File: config.mk
export PLATFORM = sky130hd
export DESIGN_NAME = touchpad_absolute_packet_decoder_core
export DESIGN_NICKNAME = d
export VERILOG_FILES = /design/src/rtl/tapd_pkg.sv /design/src/rtl/tapd_frame.sv /design/src/rtl/tapd_decode.sv /design/src/rtl/touchpad_absolute_packet_decoder_core.sv
export SDC_FILE = /design/constraint.sdc
export NUM_CORES = 1
export LEC_CHECK = 0
export ABC_AREA = 0
export BUFFER_PORTS_ARGS = -buffer_cell sky130_fd_sc_hd__buf_2
export CAP_MARGIN = 20
export CORE_MARGIN = 3
export CORE_UTILIZATION = 60
export CTS_CLUSTER_DIAMETER = 150
export CTS_CLUSTER_SIZE = 40
export DETAILED_ROUTE_END_ITERATION = 7
export GPL_TIMING_DRIVEN = 0
export PLACE_DENSITY = 0.84
export SLEW_MARGIN = 0
export SYNTH_ARGS = -nofsm -noshare
export SYNTH_HDL_FRONTEND = slang
export SYNTH_HIERARCHICAL = 1
export SYNTH_SLANG_ARGS = --single-unit
File: constraint.sdc
create_clock -name clk_i -period 11.87 [get_ports clk_i]
set_input_delay 0.5935 -clock clk_i [delete_from_list [all_inputs] [get_ports clk_i]]
set_output_delay 0.5935 -clock clk_i [all_outputs]
set_load 0.01 [all_outputs]
File: src/rtl/tapd_pkg.sv
`timescale 1ns / 1ps
`default_nettype none

package tapd_pkg;

  // Packet framing
  localparam int unsigned PktLen     = 6;
  localparam int unsigned StoreDepth = PktLen - 1;
  localparam logic [2:0]  LastPos    = 3'(PktLen - 1);
  localparam logic [2:0]  HeadPos    = 3'd0;
  localparam logic [2:0]  SyncPos    = 3'd3;
  localparam logic [7:0]  SyncMask   = 8'hC8;
  localparam logic [7:0]  HeadMatch  = 8'h80;
  localparam logic [7:0]  SyncMatch  = 8'hC0;

  // Width substituted for a width no capability accepts
  localparam logic [3:0]  WidthInvalid = 4'd5;

  localparam int unsigned InWidth  = 8;
  localparam int unsigned OutWidth = 48;
  localparam int unsigned CfgIdxW  = 3;

  typedef enum logic [CfgIdxW-1:0] {
    CfgExtended   = 3'd0,
    CfgFourButton = 3'd1,
    CfgMultifing  = 3'd2,
    CfgPalmDetect = 3'd3,
    CfgModelPen   = 3'd4
  } cfg_reg_e;

  typedef struct packed {
    logic extended;
    logic four_button;
    logic multifinger;
    logic palm_detect;
    logic model_pen;
  } caps_t;

  // Framer to decoder: the completed packet and its status
  typedef struct packed {
    logic                       done;
    logic                       resync;
    logic [7:0]                 last_byte;
    logic [StoreDepth-1:0][7:0] held;
  } packet_t;

  typedef struct packed {
    logic        resynced;
    logic        button_down;
    logic        button_up;
    logic        button_right;
    logic        button_left;
    logic        width_changed;
    logic [3:0]  finger_width;
    logic [7:0]  pressure;
    logic [12:0] y_position;
    logic [12:0] x_position;
  } result_t;

  // Does the capability set accept this raw width
  function automatic logic width_valid(caps_t caps, logic [3:0] w);
    logic ok;
    ok = 1'b0;
    if (caps.extended) begin
      case (w) inside
        [4'd0:4'd1]:  ok = caps.multifinger;
        4'd2:         ok = caps.model_pen;
        [4'd4:4'd15]: ok = caps.palm_detect;
        default:      ok = 1'b0;
      endcase
    end
    return ok;
  endfunction

endpackage

`default_nettype wire

File: src/rtl/tapd_frame.sv
`timescale 1ns / 1ps
`default_nettype none

module tapd_frame (
  input  wire logic              clk_i,
  input  wire logic              rst_ni,
  input  wire logic              step_i,
  input  wire logic [7:0]        byte_i,
  output tapd_pkg::packet_t      pkt_o
);

  logic [2:0] count_q, count_d;
  logic       in_sync_q, in_sync_d;
  logic [tapd_pkg::StoreDepth-1:0][7:0] held_q;
  logic [2:0] pos;
  logic       fail;
  logic       last;

  // Position in the packet; out-of-range counts restart at the header
  always_comb begin
    pos = (count_q > tapd_pkg::LastPos) ? tapd_pkg::HeadPos : count_q;
  end

  // Framing checks on the header and the fourth byte
  assign fail = ((pos == tapd_pkg::HeadPos) &&
                 ((byte_i & tapd_pkg::SyncMask) != tapd_pkg::HeadMatch)) ||
                ((pos == tapd_pkg::SyncPos) &&
                 ((byte_i & tapd_pkg::SyncMask) != tapd_pkg::SyncMatch));
  assign last = !fail && (pos == tapd_pkg::LastPos);

  // Next count and sync state
  always_comb begin
    count_d   = count_q;
    in_sync_d = in_sync_q;
    if (step_i) begin
      if (fail) begin
        count_d   = tapd_pkg::HeadPos;
        in_sync_d = 1'b0;
      end else if (last) begin
        count_d   = tapd_pkg::HeadPos;
        in_sync_d = 1'b1;
      end else begin
        count_d = pos + 3'd1;
      end
    end
  end

  always_ff @(posedge clk_i or negedge rst_ni) begin
    if (!rst_ni) begin
      count_q   <= tapd_pkg::HeadPos;
      in_sync_q <= 1'b1;
    end else begin
      count_q   <= count_d;
      in_sync_q <= in_sync_d;
    end
  end

  // Store bytes one to five of the packet
  always_ff @(posedge clk_i) begin
    if (step_i && !fail && !last) begin
      held_q[pos[2:0]] <= byte_i;
    end
  end

  always_comb begin
    pkt_o.done      = last;
    pkt_o.resync    = !in_sync_q;
    pkt_o.last_byte = byte_i;
    pkt_o.held      = held_q;
  end

endmodule

`default_nettype wire

File: src/rtl/tapd_decode.sv
`timescale 1ns / 1ps
`default_nettype none

module tapd_decode (
  input  wire logic              clk_i,
  input  wire logic              rst_ni,
  input  wire logic              step_i,
  input  wire tapd_pkg::caps_t   caps_i,
  input  wire tapd_pkg::packet_t pkt_i,
  output tapd_pkg::result_t      res_o
);

  logic [3:0] last_width_q, last_width_d;
  logic [7:0] b0, b1, b2, b3, b4, b5;
  logic [3:0] raw_width;
  logic [3:0] width;
  logic       four_btn;

  assign b0 = pkt_i.held[0];
  assign b1 = pkt_i.held[1];
  assign b2 = pkt_i.held[2];
  assign b3 = pkt_i.held[3];
  assign b4 = pkt_i.held[4];
  assign b5 = pkt_i.last_byte;

  assign raw_width = {b0[5:4], b0[2], b3[2]};
  assign four_btn  = caps_i.extended && caps_i.four_button;

  // Replace an unaccepted width while touching
  always_comb begin
    width = raw_width;
    if ((b2 != 8'd0) && !tapd_pkg::width_valid(caps_i, raw_width)) begin
      width = tapd_pkg::WidthInvalid;
    end
  end

  // Unpack the fields
  always_comb begin
    res_o.x_position    = {b3[4], b1[3:0], b4};
    res_o.y_position    = {b3[5], b1[7:4], b5};
    res_o.pressure      = b2;
    res_o.finger_width  = width;
    res_o.width_changed = (width != last_width_q);
    res_o.button_left   = b0[0];
    res_o.button_right  = b0[1];
    res_o.button_up     = four_btn && (b3[0] ^ b0[0]);
    res_o.button_down   = four_btn && (b3[1] ^ b0[1]);
    res_o.resynced      = pkt_i.resync;
  end

  // Track the last reported width
  always_comb begin
    last_width_d = last_width_q;
    if (step_i && pkt_i.done) begin
      last_width_d = width;
    end
  end

  always_ff @(posedge clk_i or negedge rst_ni) begin
    if (!rst_ni) begin
      last_width_q <= 4'd0;
    end else begin
      last_width_q <= last_width_d;
    end
  end

endmodule

`default_nettype wire

File: src/rtl/touchpad_absolute_packet_decoder_core.sv
// The result of a sixth byte goes from the input register to the result register and
// is shown on m_axis from the result register, where it waits until its own transfer.
// Throughput: one byte per cycle while m_axis does not stall; the input register and
// the result register each take a new transfer in the cycle the next stage drains them.
// Bytes that complete no packet produce no result.
// Reset (rst_ni low, asynchronous) clears the byte count, sets sync, clears the
// last width and all capability registers, and empties both stages.
`timescale 1ns / 1ps
`default_nettype none

module touchpad_absolute_packet_decoder_core (
  input  wire logic                              clk_i,
  input  wire logic                              rst_ni,
  input  wire logic                              cfg_we_i,
  input  wire logic [tapd_pkg::CfgIdxW-1:0]      cfg_index_i,
  input  wire logic [0:0]                        cfg_wdata_i,
  input  wire logic                              s_axis_tvalid_i,
  output logic                                   s_axis_tready_o,
  // tdata: [7:0] rx_byte
  input  wire logic [tapd_pkg::InWidth-1:0]      s_axis_tdata_i,
  output logic                                   m_axis_tvalid_o,
  input  wire logic                              m_axis_tready_i,
  // tdata: [12:0] x_position, [25:13] y_position, [33:26] pressure,
  // [37:34] finger_width, [38] width_changed, [39] button_left,
  // [40] button_right, [41] button_up, [42] button_down, [43] resynced,
  // [47:44] zero
  output logic [tapd_pkg::OutWidth-1:0]          m_axis_tdata_o
);

  tapd_pkg::caps_t   caps_q, caps_d;
  tapd_pkg::packet_t pkt;
  tapd_pkg::result_t res;

  logic       in_valid_q, in_valid_d;
  logic [7:0] in_byte_q;
  logic       out_valid_q, out_valid_d;
  logic [tapd_pkg::OutWidth-1:0] out_data_q;
  logic       step;
  logic       s_fire;

  // Capability registers
  always_comb begin
    caps_d = caps_q;
    if (cfg_we_i) begin
      case (cfg_index_i)
        tapd_pkg::CfgExtended:   caps_d.extended    = cfg_wdata_i[0];
        tapd_pkg::CfgFourButton: caps_d.four_button = cfg_wdata_i[0];
        tapd_pkg::CfgMultifing:  caps_d.multifinger = cfg_wdata_i[0];
        tapd_pkg::CfgPalmDetect: caps_d.palm_detect = cfg_wdata_i[0];
        tapd_pkg::CfgModelPen:   caps_d.model_pen   = cfg_wdata_i[0];
        default:                 caps_d = caps_q;
      endcase
    end
  end

  // Advance the held byte when the result slot is free or draining
  assign step   = in_valid_q && (!out_valid_q || m_axis_tready_i);
  assign s_fire = s_axis_tvalid_i && s_axis_tready_o;
  assign s_axis_tready_o = !in_valid_q || step;

  always_comb begin
    in_valid_d = in_valid_q;
    if (s_fire) begin
      in_valid_d = 1'b1;
    end else if (step) begin
      in_valid_d = 1'b0;
    end
  end

  always_comb begin
    out_valid_d = out_valid_q;
    if (step && pkt.done) begin
      out_valid_d = 1'b1;
    end else if (m_axis_tready_i) begin
      out_valid_d = 1'b0;
    end
  end

  always_ff @(posedge clk_i or negedge rst_ni) begin
    if (!rst_ni) begin
      caps_q      <= '0;
      in_valid_q  <= 1'b0;
      out_valid_q <= 1'b0;
    end else begin
      caps_q      <= caps_d;
      in_valid_q  <= in_valid_d;
      out_valid_q <= out_valid_d;
    end
  end

  // Input and result payload registers
  always_ff @(posedge clk_i) begin
    if (s_fire) begin
      in_byte_q <= s_axis_tdata_i;
    end
    if (step && pkt.done) begin
      out_data_q <= {{(tapd_pkg::OutWidth - $bits(tapd_pkg::result_t)){1'b0}}, res};
    end
  end

  tapd_frame u_frame (
    .clk_i  (clk_i),
    .rst_ni (rst_ni),
    .step_i (step),
    .byte_i (in_byte_q),
    .pkt_o  (pkt)
  );

  tapd_decode u_decode (
    .clk_i  (clk_i),
    .rst_ni (rst_ni),
    .step_i (step),
    .caps_i (caps_q),
    .pkt_i  (pkt),
    .res_o  (res)
  );

  assign m_axis_tvalid_o = out_valid_q;
  assign m_axis_tdata_o  = out_data_q;

endmodule

`default_nettype wire

==> impl_summary.md <==
Timing
The shortest period the worst path allows is approximately 2.9 ns. The worst pin sits at a relative slew slack of 0.309. The count of pins over their slew limit is 0. Setup slack on the critical path of the routed design comes to 9.01 ns. The slew at the pin closest to its max-slew limit is about 1.0 ns. The worst clock skew is 0.0105 ns. Timing would allow up to 0.350 GHz. Setup repair after global routing left no endpoint under its margin. The post-route clock period utilization is 0.241. The number of endpoints with negative hold slack in the final report is 0. Setup violations remaining at the end of the flow were counted as 0. The sum of negative setup slack is 0 ns.

Critical path
The slowest stage of the critical path is the sky130_fd_sc_hd__nor2b_4 cell. The signal on the critical path passes through ha_1 -> nand2b_4 -> inv_2 -> ha_1 -> ha_1 -> inv_1 -> nor2_1 -> nor2_1 -> buf_4 -> nand2_1 -> nor2b_4 -> buf_16. The buffer and inverter count on the worst path is 4.

For flop-to-flop paths, the worst setup slack is between 9 and 10 ns. The kind of capture point of the worst setup path is a register. On the worst path, the slowest cell contributes a delay of roughly 0.54 ns. The cell class contributing the biggest share of worst-path delay is simple AND/OR/NAND/NOR gates. The maximum fanout along the worst path is 27.

STA puts the critical path data required time at around 12 ns. The startpoint-to-endpoint class of the critical path is reg2reg. The most numerous cell on the critical path is sky130_fd_sc_hd__ha_1. The worst setup path is launched from a register. The data arrival time at the worst-slack endpoint is between 2 and 3 ns.

Worst hold path
In this run the worst hold path is classified as in2async.

CTS
Counting along the longest clock path gives a buffer depth of 2. Counting every sink on the clock net gives between 100 and 150. Clock tree synthesis selected as its root buffer the cell sky130_fd_sc_hd__clkbuf_8. The setup fix buffers added after clock tree synthesis is 0. The number of gates resized after cts is 0. After clock tree synthesis, the flow added hold-fix buffers numbering 0. The H-tree was split into 3 levels. The later-pin clock latency in the skew report is ~0.37 ns. Clock-pin slew was measured on the worst setup and hold paths at 0.10 ns. The number of buffers added by the clock tree synthesis step is 9. The TritonCTS clock tree is yes.

Floorplanning
After floorplanning, the core was divided into 29 placement rows. From left edge to right edge, the die measures 88.7 µm. The core region is 6490 µm². The initial utilization of the core area, before any placement, comes to 0.631. The number of I/O pins is between 60 and 70. The floorplan die area is 7860 µm².

The die is ~89 µm tall.

Detailed routing
The initial DRC count is around 140. The via count normalized by instance count is approximately 5. The first TritonRoute pass finished after 4 iterations. After detailed routing, the number of remaining DRC violations is 0.

The count of antenna-violating nets left after detailed routing is 0. The routed layout has 2,072 vias. Summed over all layers, the routed wires come to ~6500 µm. Dividing the detail-routed wire length by the instance count gives between 15 and 20 µm.

Power
The maximum ir drop on the vdd rail is 0.0905 mV. The analysis attributes to cell leakage a power of between 1.5 and 2 nW. The proportion of power drawn by the clock network is 0.277. For this design the ratio of total power to cell area is ~160 nW/µm².

The internal power of the cells totals about 0.6 mW. Of the total power, the share spent switching nets is 0.259. Summed over all nets, the switching power comes to roughly 0.2 mW. The share of total power dissipated in combinational logic is 0.157. The share of total power dissipated in sequential elements is 0.565.

Run
Max-cap violations in this run came to 0.

Yosys
Synthesis produced a netlist whose cell count is approximately 250. Each instance of the synthesized netlist takes up on average 16.5 µm². The combined area of all synthesized cells is ~4100 µm². During synthesis, Yosys emitted a total of 6 warnings.

Global route
The most used routing layer is met2. The via count of the first global-routing pass came to just over 2,000. Entering global routing, the biggest net connects 28 pins. The met1 layer usage reported by global route is 0.215. For this run, global-route usage on met2 was measured as 0.308. Across every metal layer, demand over resource in global routing totals 0.180.

The wire length of the first global-routing pass is approximately 10,000 µm. In the global route stage, met3 resource usage came out at 0.0438. The total overflow left after global routing is 0. The initial antenna violation count was 0.

Outcome
The flow ran to the end, and the final reports show no timing, DRC or antenna violations.

Placed design
The detailed placement HPWL is 4530 µm. The count of buffers from port buffering is 62. At the placement stage, the worst setup path has a slack of between 9 and 10 ns.

At the end of routability-driven placement, the weighted congestion stood at a little under 0.9. Summing all placed instances gives a cell area of between 4000 and 5000 µm².

Final layout
The most common cell after layout, fill and taps aside is sky130_fd_sc_hd__edfxtp_1. The diode insertion count for antenna repair is 0. Summing all non-filler instances in the final layout gives an area of between 4000 and 5000 µm². The fraction of final layout cells sized beyond drive strength 1 is 0.456. The top cell types in the final layout, fill and taps aside, are sky130_fd_sc_hd__edfxtp_1, sky130_fd_sc_hd__buf_2, sky130_fd_sc_hd__buf_4, sky130_fd_sc_hd__dfrtp_1, sky130_fd_sc_hd__inv_1. The layout net count is roughly 350.

From synthesis to final layout, the design area changed by 16.6%.
power by group through the flow:
stage / clock network, mW / logic (mW) / registers, mW
floorplan: 0 / 0.0908 / 0.448
global placement: 0 / 0.113 / 0.452
detailed placement: 0 / 0.120 / 0.453
CTS: 0.223 / 0.122 / 0.445
global route: 0.238 / 0.135 / 0.449
finish: 0.218 / 0.124 / 0.445
state kept, by name (all words and copies together) (netlist names):
signal,cells
caps_q,5
in_byte_q,8
in_valid_q,1
m_axis_tdata_o,44
m_axis_tvalid_o,1
u_decode/last_width_q,4
u_frame/count_q,3
u_frame/in_sync_q,1
u_frame/pkt_o,34
area by class of cell:
class,count,area (µm²)
Fill cell,394,1720
Clock inverter,7,82.6
Multi-Input combinational cell,87,736
Tap cell,77,96.3
Inverter,12,45.0
Buffer,51,379
Clock buffer,9,124
Timing Repair Buffer,66,358
Sequential cell,101,2960
worst paths after layout:
path / start / end / depth (start not counted)
worst min register to register: u_frame/pkt_o[33] / m_axis_tdata_o[1] / 1
min in group clk_i: s_axis_tdata_i[0] / in_byte_q[0] / 1
worst max-delay path: u_frame/count_q[1] / m_axis_tdata_o[43] / 12
worst max register to register: u_frame/count_q[1] / m_axis_tdata_o[43] / 12
worst min-delay path: rst_ni / caps_q[1] / 1
max in group asynchronous: rst_ni / u_frame/in_sync_q / 1
metal layers:
| layer | up-vias | part of all wire |
|---|---|---|
| met4 | 0 | 0.019 |
| met1 | 989 | 0.40 |
| li1 | 1002 | - |
| met5 | - | 0 |
| met2 | 71 | 0.53 |
| met3 | 10 | 0.049 |
through the flow:
stage                      util  power, mW  instances  hold slack, ns
after floorplan               -      0.539        251           0.298
after global placement    0.696      0.564        390           0.492
after detailed placement  0.703      0.573        393           0.494
after CTS                 0.735      0.790        409           0.115
final                     0.736      0.788        410           0.117
after global routing      0.736      0.822        410           0.133
(Power assumes the default switching activity.)
